`config.mk`:
```
export PLATFORM = sky130hd
export DESIGN_NAME = caf_ctrl
export DESIGN_NICKNAME = d
export VERILOG_FILES = /design/src/caf_pkg.sv /design/src/caf_ctrl.sv
export SDC_FILE = /design/constraint.sdc
export NUM_CORES = 1
export LEC_CHECK = 0
export ABC_AREA = 1
export BUFFER_PORTS_ARGS = -buffer_cell sky130_fd_sc_hd__buf_2
export CORE_AREA = 2 2 70 72
export CTS_CLUSTER_SIZE = 24
export DETAILED_ROUTE_END_ITERATION = 10
export DIE_AREA = 0 0 72 74
export SKIP_CTS_REPAIR_TIMING = 1
export SLEW_MARGIN = 20
export SYNTH_ARGS = -nofsm -noshare
export SYNTH_HDL_FRONTEND = slang
export SYNTH_SLANG_ARGS = --single-unit
```
`constraint.sdc`:
```
create_clock -name clk -period 1.8 [get_ports clk]
set_input_delay 0.09 -clock clk [delete_from_list [all_inputs] [get_ports clk]]
set_output_delay 0.09 -clock clk [all_outputs]
set_load 0.03 [all_outputs]
```
`src/caf_pkg.sv`:
```
`timescale 1ns / 1ps
// ---------------------------------------------------------------------------
// caf_pkg
// Shared types, constants and helper functions of the attitude filter.
// ---------------------------------------------------------------------------
package caf_pkg;

	// CORDIC iteration count, limited to the length of the angle table
	localparam int CORDIC_STEPS = 16;
	localparam int ATAN_LEN     = 24;
	localparam int CSTEPS       = (CORDIC_STEPS > ATAN_LEN) ? ATAN_LEN : CORDIC_STEPS;

	// square root runs one result bit per cycle
	localparam int SQRT_STEPS   = 32;

	// CORDIC vector width (magnitude growth stays below 2^34)
	localparam int CW           = 36;

	localparam logic signed [31:0] DEG90 = 32'sd5898240;

	// register map (byte address bit 2 selects the register)
	localparam logic REG_STEP_TIME   = 1'b0;
	localparam logic REG_GYRO_WEIGHT = 1'b1;

	localparam logic [19:0] STEP_TIME_RST   = 20'd83886;
	localparam logic [15:0] GYRO_WEIGHT_RST = 16'd64225;

	// multiplier operations
	typedef enum logic [3:0] {
		MOP_NONE,
		MOP_GX,
		MOP_GY,
		MOP_GZ,
		MOP_AY,
		MOP_AZ,
		MOP_BR1,
		MOP_BR2,
		MOP_BP1,
		MOP_BP2
	} mop_t;

	typedef enum logic [3:0] {
		S_IDLE,
		S_MUL,
		S_LDR,
		S_ROLL,
		S_SQRT,
		S_LDP,
		S_PITCH,
		S_BLEND,
		S_DONE
	} state_t;

	// controller to datapath commands
	typedef struct packed {
		logic       load_in;
		mop_t       mop;
		logic       cor_load_roll;
		logic       cor_load_pitch;
		logic       cor_step;
		logic [4:0] iter;
		logic       sq_start;
		logic       sq_step;
		logic       save_roll;
		logic       load_out;
	} cmd_t;

	// atan(2^-i) in 2^-16 degree, rounded
	function automatic logic [21:0] atan_deg(input logic [4:0] i);
		logic [21:0] r;
		case (i)
			5'd0:  r = 22'd2949120;
			5'd1:  r = 22'd1740967;
			5'd2:  r = 22'd919879;
			5'd3:  r = 22'd466945;
			5'd4:  r = 22'd234379;
			5'd5:  r = 22'd117304;
			5'd6:  r = 22'd58666;
			5'd7:  r = 22'd29335;
			5'd8:  r = 22'd14668;
			5'd9:  r = 22'd7334;
			5'd10: r = 22'd3667;
			5'd11: r = 22'd1833;
			5'd12: r = 22'd917;
			5'd13: r = 22'd458;
			5'd14: r = 22'd229;
			5'd15: r = 22'd115;
			5'd16: r = 22'd57;
			5'd17: r = 22'd29;
			5'd18: r = 22'd14;
			5'd19: r = 22'd7;
			5'd20: r = 22'd4;
			5'd21: r = 22'd2;
			5'd22: r = 22'd1;
			default: r = 22'd0;
		endcase
		return r;
	endfunction

	// saturate to the signed 32-bit range
	function automatic logic signed [31:0] sat32(input logic signed [55:0] v);
		logic signed [31:0] r;
		if (v > 56'sh0000_0000_7FFF_FFFF)
			r = 32'sh7FFF_FFFF;
		else if (v < -56'sh0000_0000_8000_0000)
			r = 32'sh8000_0000;
		else
			r = v[31:0];
		return r;
	endfunction

endpackage

```
`src/caf_ctrl.sv`:
```
`timescale 1ns / 1ps
// ---------------------------------------------------------------------------
// caf_ctrl
// Sequencer: integration, squares, square root, two CORDIC runs, blend.
// ---------------------------------------------------------------------------
module caf_ctrl (
	input  logic          clk,
	input  logic          arst_n,
	input  logic          in_valid,
	output logic          in_ready,
	input  logic          out_ready,
	output logic          out_valid,
	output caf_pkg::cmd_t cmd
);
	import caf_pkg::*;

	state_t     state_q, state_d;
	logic [5:0] cnt_q, cnt_d;
	logic       ov_q, ov_d;
	logic [5:0] cnt_inc;

	assign cnt_inc   = cnt_q + 6'd1;
	assign in_ready  = (state_q == S_IDLE);
	assign out_valid = ov_q;

	// state, step counter and output valid
	always_ff @(posedge clk or negedge arst_n) begin
		if (!arst_n) begin
			state_q <= S_IDLE;
			cnt_q   <= '0;
			ov_q    <= 1'b0;
		end else begin
			state_q <= state_d;
			cnt_q   <= cnt_d;
			ov_q    <= ov_d;
		end
	end

	// next state and commands
	always_comb begin
		state_d = state_q;
		cnt_d   = cnt_q;
		cmd     = '0;
		cmd.mop = MOP_NONE;
		cmd.iter = cnt_q[4:0];
		ov_d    = ov_q && !out_ready;
		case (state_q)
			S_IDLE: begin
				if (in_valid) begin
					cmd.load_in = 1'b1;
					cnt_d       = '0;
					state_d     = S_MUL;
				end
			end
			S_MUL: begin
				case (cnt_q[2:0])
					3'd0: cmd.mop = MOP_GX;
					3'd1: cmd.mop = MOP_GY;
					3'd2: cmd.mop = MOP_GZ;
					3'd3: cmd.mop = MOP_AY;
					3'd4: cmd.mop = MOP_AZ;
					default: cmd.mop = MOP_NONE;
				endcase
				cnt_d = cnt_inc;
				if (cnt_q == 6'd5)
					state_d = S_LDR;
			end
			S_LDR: begin
				cmd.cor_load_roll = 1'b1;
				cmd.sq_start      = 1'b1;
				cnt_d             = '0;
				state_d           = S_ROLL;
			end
			S_ROLL: begin
				cmd.cor_step = 1'b1;
				cmd.sq_step  = 1'b1;
				cnt_d        = cnt_inc;
				if (cnt_q == 6'(CSTEPS - 1))
					state_d = S_SQRT;
			end
			S_SQRT: begin
				cmd.sq_step = 1'b1;
				cnt_d       = cnt_inc;
				if (cnt_q == 6'(SQRT_STEPS - 1))
					state_d = S_LDP;
			end
			S_LDP: begin
				cmd.save_roll      = 1'b1;
				cmd.cor_load_pitch = 1'b1;
				cnt_d              = '0;
				state_d            = S_PITCH;
			end
			S_PITCH: begin
				cmd.cor_step = 1'b1;
				cnt_d        = cnt_inc;
				if (cnt_q == 6'(CSTEPS - 1)) begin
					cnt_d   = '0;
					state_d = S_BLEND;
				end
			end
			S_BLEND: begin
				case (cnt_q[2:0])
					3'd0: cmd.mop = MOP_BR1;
					3'd1: cmd.mop = MOP_BR2;
					3'd2: cmd.mop = MOP_BP1;
					3'd3: cmd.mop = MOP_BP2;
					default: cmd.mop = MOP_NONE;
				endcase
				cnt_d = cnt_inc;
				if (cnt_q == 6'd4)
					state_d = S_DONE;
			end
			S_DONE: begin
				// hand over once the output register is free
				if (!ov_q || out_ready) begin
					cmd.load_out = 1'b1;
					ov_d         = 1'b1;
					state_d      = S_IDLE;
				end
			end
			default: state_d = S_IDLE;
		endcase
	end

endmodule

```
* Word-level counts from Yosys, hierarchy flattened *
Cells that the tools add are included.

storage, ports and cells
  flip-flop bits (word level) = 11
  logic and storage cells = 64

operators by class
  equality and inequality tests = 23
  $add $sub $neg = 1
  mux-type cells = 24
  reduce and logical (&&, ||, !) cells = 13

operators by type and width
  kind                                                                   count
  4-bit one-hot mux with 9 select lines                                  1
  4-bit 2-to-1 mux                                                       7
  6-bit one-hot mux with 4 select lines                                  1
  4-bit by 3-bit equality test with 1-bit output, second input constant  4
  4-bit one-hot mux with 4 select lines                                  1
  3-bit one-hot mux with 5 select lines                                  1
  2-bit inequality test, second input constant                           7
  6-bit by 3-bit equality test with 1-bit output, second input constant  2
  6-bit 2-to-1 mux                                                       2
  1-bit 2-to-1 mux                                                       10
  4-bit by 2-bit equality test with 1-bit output, second input constant  2
  4-bit one-hot mux with 2 select lines                                  1
  7-bit AND reduction                                                    1
  6-bit by 1-bit adder with 6-bit output, second input constant          1
  3-bit by 2-bit equality test with 1-bit output, second input constant  2
  6-bit by 4-bit equality test with 1-bit output, second input constant  1
  6-bit by 5-bit equality test with 1-bit output, second input constant  1
  2-bit OR reduction                                                     3
  4-bit by 1-bit equality test with 1-bit output, second input constant  1
  4-bit equality test, second input constant                             1
  4-bit zero test                                                        1
  4-bit nonzero test                                                     1
  4-bit OR reduction                                                     1
  3-bit by 1-bit equality test with 1-bit output, second input constant  1
  other kinds (6)                                                        7

* Depth between registers and ports, before layout *
Gate-level depths: netlist of the first run.

  depth after elaboration = 4
  mapped depth = 10
  depth with buffers taken out = 10

* Worst setup path after synthesis of the first run *
No wires, ideal clock.

  path type = reg-to-output
  from = register state_q[3]
  to = output cmd[12] (netlist name)
  buffers on the path = 0
  arrival time = 1.366 ns
  data required time = 1.710 ns
  stages on the path, launching flop included = 8
  setup slack = 0.344 ns
  cells stage by stage = dfrtp_1 -> inv_2 -> nand2_4 -> nor2_4 -> inv_2 -> nor2_1 -> inv_2 -> o21ai_1

RTL lines
  item                    RTL line        RTL
  start, declared         caf_ctrl.sv:17  state_t state_q, state_d;
  start signal, assigned  caf_ctrl.sv:33  state_q <= state_d;
  end, declared           caf_ctrl.sv:13  output caf_pkg::cmd_t cmd

==> metrics.md, run 1 <==
| Metric | Value |
|---|---|
| Outcome | complete, no violations |
| PD cells | 1700 nW/µm² |
| Inserted Diodes | 0 |
| Avg Cell Area, Syn | 7.156 µm² |
| Startpoint class of the critical path | flop |
| Area delta synth->final | 21.37% |
| CP bufs+invs | 3 |
| Worst vdd ir | 380.6 µV |
| CTS tree | built |
| Distinct cells, synth | 21 |
| Post-synth EDFFs | 0 |
| # DRC | 0 |
| Routed WL per cell | 10.69 µm |
| TritonCTS buffer count | 3 |
| Total Routing Usage GR | 10.37% |
| IO Pins | 23 |
| Sink Count | 11 |
| YS warnings | 0 |
| I/O Buffers | 22 |
| Synth cell count leaders | nand2_1 (30), inv_1 (15), nand3_1 (13), nor2_1 (13), dfrtp_1 (11) |
| Slew @ Worst Pin | 0.4062 ns |
| Clock share of power | 11.0% |
| Crit-path cells | clkinvlp_4 -> ha_2 -> inv_1 -> nand2_1 -> o221ai_1 -> o21ai_1 -> buf_2 |
| Final worst setup slack | 0.1297 ns |
| Yosys top cell by area | dfrtp_1 |
| Mapped Cells | 153 |
| Slew Viols, Final | 0 |
| First-pass GRT wire length | 4312 µm |
| Top FF cell, synth | dfrtp_1 |
| Largest delay contributor family on the critical path | buffers and inverters |
| Gate power share | 68.6% |
| Hpwl dp | 2006 µm |
| Critical path class | flop to output pin |
| Mapped Area | 1095 µm² |
| Share of the synthesized area in the top cell type | 25.14% |
| CP required | 1.71 ns |
| Final cycle utilization of the critical path | 92.80% |
| Clk_lat worst skew | 0.24 ns |
| Count leader, synth | nand2_1 |
| NumNets Final | 189 |
| Post-Route WL | 2480 µm |
| Final worst path period need | 1.670 ns |
| CP max FO | 6 |
| H-Tree Depth | 1 |
| Vias per inst | 4.272 |
| Worst slew margin | 72.92% |
| Hold WC Path Type | input port to flop |
| Crit path largest cell delay | 0.42 ns |
| Ys async rst share | 100.0% |
| Drt initial violations | 63 |
| Setup TNS | 0 ns |
| Design area | 1329 µm² |
| Seq cells post-synth | 11 |
| Max clock buf depth | 2 |
| Proportion of layout cells with a drive suffix above 1 | 38.20% |
| Max Clk Rate | 0.5987 GHz |
| Die height | 74 µm |
| Setup Skew | 0.002937 ns |
| Nature of the critical path endpoint | output pin |
| Placer Congestion | 0.8489 |
| Final setup violation count | 0 |
| Critical-path top delay cell | dfrtp_2 |
| Total power | 2.259 mW |
| Mapped Nets | 163 |
| RSZ-0062 raised after global routing | no |
| Initial Util | 23.81% |
| Core Footprint | 4598 µm² |
| Hold Vio Cnt, Final | 0 |
| Gr ovfl total | 0 |
| Maximum number of pins on one net before global-route repair | 12 |
| Critical path arrival | 1.58 ns |
| P_sw | 1.269 mW |
| Vias in the first global route | 971 |
| First drt pass iteration count | 4 |
| Seq pwr share | 20.4% |
| Switching share of power | 56.20% |
| Clock root cell | clkbuf_8 |
| Post-DP Area | 1212 µm² |
| Rows | 25 |
| Setup WS pre-CTS | 0.2523 ns |
| Die area | 5328 µm² |
| CTS clock-pin slew for the worst setup and hold paths | 0.05 ns |
| Die W | 72 µm |
| Initial antenna violation count | 0 |
| Via Count | 991 |
| Max-Cap Viols | 0 |
| Post-route ant nets | 0 |
| Internal | 0.9892 mW |
| Seq/Total Area, Yosys | 25.14% |
| Main area contributors after synthesis | dfrtp_1 (25%), nand2_1 (10%), nor2_4 (8.2%) |
| Leak Pwr | 0.7406 nW |
placed cells by master (no fill, tap or decap), types with 2 or more instances in the layout:
| cell | count |
|---|---|
| nand2_4 | 4 |
| dfrtp_2 | 2 |
| inv_2 | 8 |
| nand3_1 | 13 |
| nor2_1 | 12 |
| nand2_1 | 30 |
| buf_2 | 21 |
| nand2_2 | 7 |
| o21ai_0 | 4 |
| nand4_1 | 3 |
| inv_1 | 14 |
| clkbuf_8 | 3 |
| nor3_1 | 2 |
| nor2_4 | 8 |
| dfrtp_1 | 9 |
| o211ai_1 | 3 |
| xor2_1 | 2 |
| buf_4 | 7 |
| ha_1 | 5 |
| nor2_2 | 4 |
| o21ai_1 | 9 |
power groups by stage:
| stage | clock network, mW | registers, mW | logic, mW |
|---|---|---|---|
| 2_1_floorplan | 0 | 0.407 | 1.27 |
| 3_3_place_gp | 0 | 0.455 | 1.47 |
| 3_5_place_dp | 0 | 0.459 | 1.47 |
| 4_1_cts | 0.258 | 0.454 | 1.48 |
| 5_1_grt | 0.273 | 0.477 | 1.73 |
| 6_report | 0.249 | 0.460 | 1.55 |
state kept, by name, indices dropped and copies added, names as in the netlist:
name and flops:
cnt_q 6, state_q 4, out_valid 1
per-stage QoR:
stage,utilization [%],std cells,hold WS (ns)
global placement,26.37,221,-0.02027
finish,28.90,232,0.1153
floorplan,-,153,-0.2056
CTS,27.35,225,-0.2788
detailed placement,26.37,221,-0.01964
global route,28.90,232,0.1360
final cells by class:
type                    count  area (µm²)
fillers                   515        3269
flip-flops and latches     11       277.8
well taps                  54       67.56
inverters                  24       96.34
clock buffers               4       45.04
repair buffers             29       167.7
multi-input cells         110       674.4
kinds of logic (layout without fill, tap and decap cells):
family | count (synthesis) | after routing | share of synthesized area (%)
fa+ha+maj | 6 | 6 | 6.857
flops | 11 | 11 | 25.14
xor+xnor | 2 | 2 | 1.600
simple gates | 84 | 84 | 43.20
buf+inv | 32 | 57 | 13.71
compound gates | 18 | 18 | 9.486
worst reg2reg max path: stages, from the launching register on:
cell     delay [ns]
dfrtp_1        0.45
ha_1           0.27
nand2_4        0.09
nor2_8         0.12
nand2_4        0.07
nand2_2        0.07
nand2_1        0.05
nor2_1         0.09
nand2_1        0.08
nand2_1        0.07
nand2_1        0.05
final timing paths:
kind,start,end,slack (ns),cells past startpoint
worst min-delay path,out_ready,out_valid,0.12,4
worst max register to register,cnt_q[1],state_q[0],0.28,10
worst min register to register,state_q[2],state_q[2],0.57,2
min in group asynchronous,arst_n,cnt_q[2],0.26,2
worst max-delay path,cnt_q[0],cmd[12],0.13,7
max in group asynchronous,arst_n,state_q[3],1.31,2
per-layer routing:
layer,vias to the layer above,wire length [µm],track usage [%]
li1,532,-,-
met2,18,1238,17.39
met1,437,1085,12.45
met5,-,0,0
met4,0,25,3.145
met3,4,130,3.930
Power figures use the tool's default switching activity.
==> inputs of run 2 (changes only) <==
--- a/config.mk
+++ b/config.mk
@@ -11,6 +11,7 @@
 export CTS_CLUSTER_SIZE = 24
 export DETAILED_ROUTE_END_ITERATION = 10
 export DIE_AREA = 0 0 72 74
+export PLACE_DENSITY = 0.45
 export SKIP_CTS_REPAIR_TIMING = 1
 export SLEW_MARGIN = 20
 export SYNTH_ARGS = -nofsm -noshare
==> run 2 against run 1 <==
Clock-buffer cell count is the same; sequential cell count is the same; cell area shrank 1.0%; hold slack lost 0.00081 ns; fmax shrank 2.8%; global-route usage shrank 0.32 points; wire length shrank 0.81%; sequential power is essentially flat; critical path depth shrank 1; largest cell class unchanged.
==> metrics.md, run 2 (synthesis gave the netlist of run 1 again) <==
| Metric | Value |
|---|---|
| Crit-path cells | clkinvlp_4 -> buf_4 -> ha_1 -> o221ai_1 -> o21ai_1 -> buf_2 |
| Final setup violation count | 0 (unchanged) |
| Worst hold slack | 0.1145 ns (-0.0008060 ns) |
| Max clock buf depth | 2 (unchanged) |
| Area delta synth->final | 20.11% |
| Clock root cell | clkbuf_8 |
| Die height | 74 µm (unchanged) |
| Fill cells | 506 (-1.7%) |
| Nature of the critical path endpoint | output pin |
| Proportion of layout cells with a drive suffix above 1 | 36.72% (-1.5 points) |
| NumNets Final | 188 (-0.53%) |
| Post-route ant nets | 0 (unchanged) |
| Drt initial violations | 45 (-29%) |
| Slew @ Worst Pin | 0.4038 ns (-0.002378 ns) |
| CP bufs+invs | 3 (unchanged) |
| Critical path class | flop to output pin |
| Commonest non-fill, non-tap cell in the layout | nand2_1 |
| Maximum number of pins on one net before global-route repair | 12 (unchanged) |
| CTS tree | built |
| Design area | 1315 µm² (-1.0%) |
| Routed WL per cell | 10.65 µm (-0.38%) |
| Gr ovfl total | 0 (unchanged) |
| H-Tree Depth | 1 (unchanged) |
| Post-DP Area | 1212 µm² (unchanged) |
| Final cycle utilization of the critical path | 95.44% (+2.6 points) |
| Worst slew margin | 73.08% (+0.16 points) |
| Hold Path Cell Cnt | 4 (unchanged) |
| Largest delay contributor family on the critical path | buffers and inverters |
| Final worst path period need | 1.718 ns (+0.04751 ns) |
| Total power | 2.228 mW (-1.3%) |
| Post-Layout Cell Count | 231 (-0.43%) |
| I/O Buffers | 22 (unchanged) |
| Post-Route WL | 2460 µm (-0.81%) |
| Hpwl dp | 2073 µm (+3.4%) |
| Worst vdd ir | 467.5 µV (+23%) |
| IO Pins | 23 (unchanged) |
| Worst R2R Start | cnt_q[1] |
| Clk_lat worst skew | 0.23 ns (about the same) |
| Most frequent cells in the layout | nand2_1 (30), buf_2 (21), inv_1 (14) |
| Core Footprint | 4598 µm² (unchanged) |
| Vias per inst | 4.294 (+0.53%) |
| Via Count | 992 (+0.10%) |
| First-pass GRT wire length | 4236 µm (-1.8%) |
| CTS clock-pin slew for the worst setup and hold paths | 0.05 ns (about the same) |
| Sink Count | 11 (unchanged) |
| Hold WC Path Type | input port to flop |
| Hold Crit Start | out_ready |
| Max FFs per register | 6 (unchanged) |
| TritonCTS buffer count | 3 (unchanged) |
| DP Cell Count | 221 (unchanged) |
| Crit path largest cell delay | 0.44 ns (+0.02 ns) |
| Rows | 25 (unchanged) |
| Placer Congestion | 0.7635 (-10%) |
| Leak Pwr | 0.7344 nW (-0.84%) |
| Outcome | complete, no violations |
| Initial antenna violation count | 0 (unchanged) |
| R2R cell count | 10 (unchanged) |
| Hold Vio Cnt, Final | 0 (unchanged) |
| Top reg by flops | cnt_q |
| Destination of the worst hold path | out_valid |
| Reg-to-reg endpoint | state_q[1] |
| Max-Cap Viols | 0 (unchanged) |
| PD cells | 1695 nW/µm² (-0.30%) |
| First drt pass iteration count | 4 (unchanged) |
| Startpoint class of the critical path | flop |
| Vias in the first global route | 930 (-4.2%) |
| Total Routing Usage GR | 10.05% (-0.32 points) |
| Die area | 5328 µm² (unchanged) |
| Inserted Diodes | 0 (unchanged) |
| Slew Viols, Final | 0 (unchanged) |
| Critical-path top delay cell | dfrtp_2 |
| CP max FO | 7 (+1) |
| Critical path arrival | 1.63 ns (+0.05 ns) |
| Initial Util | 23.81% (unchanged) |
| Core Util, Final | 28.60% (-0.30 points) |
| Setup Skew | 0.0008580 ns (-0.002079 ns) |
| Die W | 72 µm (unchanged) |
| FF-to-FF setup slack | 0.28 ns (about the same) |
| CP required | 1.71 ns (about the same) |
| Max Clk Rate | 0.5821 GHz (-2.8%) |
| # DRC | 0 (unchanged) |
==> run 2: routing by layer <==
layer	up-vias	track usage (%)	wire, µm
met5	-	0	0
met4	0	1.258	12
met3	2	3.252	101
met2	14	18.21	1227
met1	444	12.00	1118
li1	532	-	-
==> run 2: worst max path at each step <==
stage,start,endpoint,slack [ns],depth (start not counted)
after global routing,cnt_q[0],cmd[12],-0.01,6
after floorplan,state_q[3],cmd[12],0.34,7
after CTS,cnt_q[0],cmd[12],0.004,7
final,cnt_q[0],cmd[12],0.08,6
after global placement,cnt_q[0],state_q[0],0.21,9
after detailed placement,cnt_q[0],state_q[1],0.23,10
==> run 2: worst register-to-register path: cells and delay by family (launching register included) <==
kind | cells | cell delay [ns]
and+or+nand+nor | 9 | 0.70
DFF | 1 | 0.44
adders and majority gates | 1 | 0.27
==> run 2: cell type report <==
type	count	area, µm²	area share [%]
multi-input cells	110	671.9	51.09
flip-flops and latches	11	276.5	21.03
inverters	24	93.84	7.136
clock buffers	4	45.04	3.425
well taps	54	67.56	5.138
repair buffers	28	160.2	12.18
==> run 2: metrics by stage <==
step	setup slack (ns)	setup TNS [ns]
detailed placement	0.2258	0
CTS	0.004371	0
finish	0.08216	0
global route	-0.01411	-0.01411
global placement	0.2109	0
floorplan	0.3441	0
==> run 2: where the power goes <==
part	switching [mW]	internal (mW)	total (mW)	leakage, nW
clock network	0.0847	0.155	0.239	0.0228
registers	0.135	0.325	0.460	0.145
logic	1.03	0.494	1.53	0.567
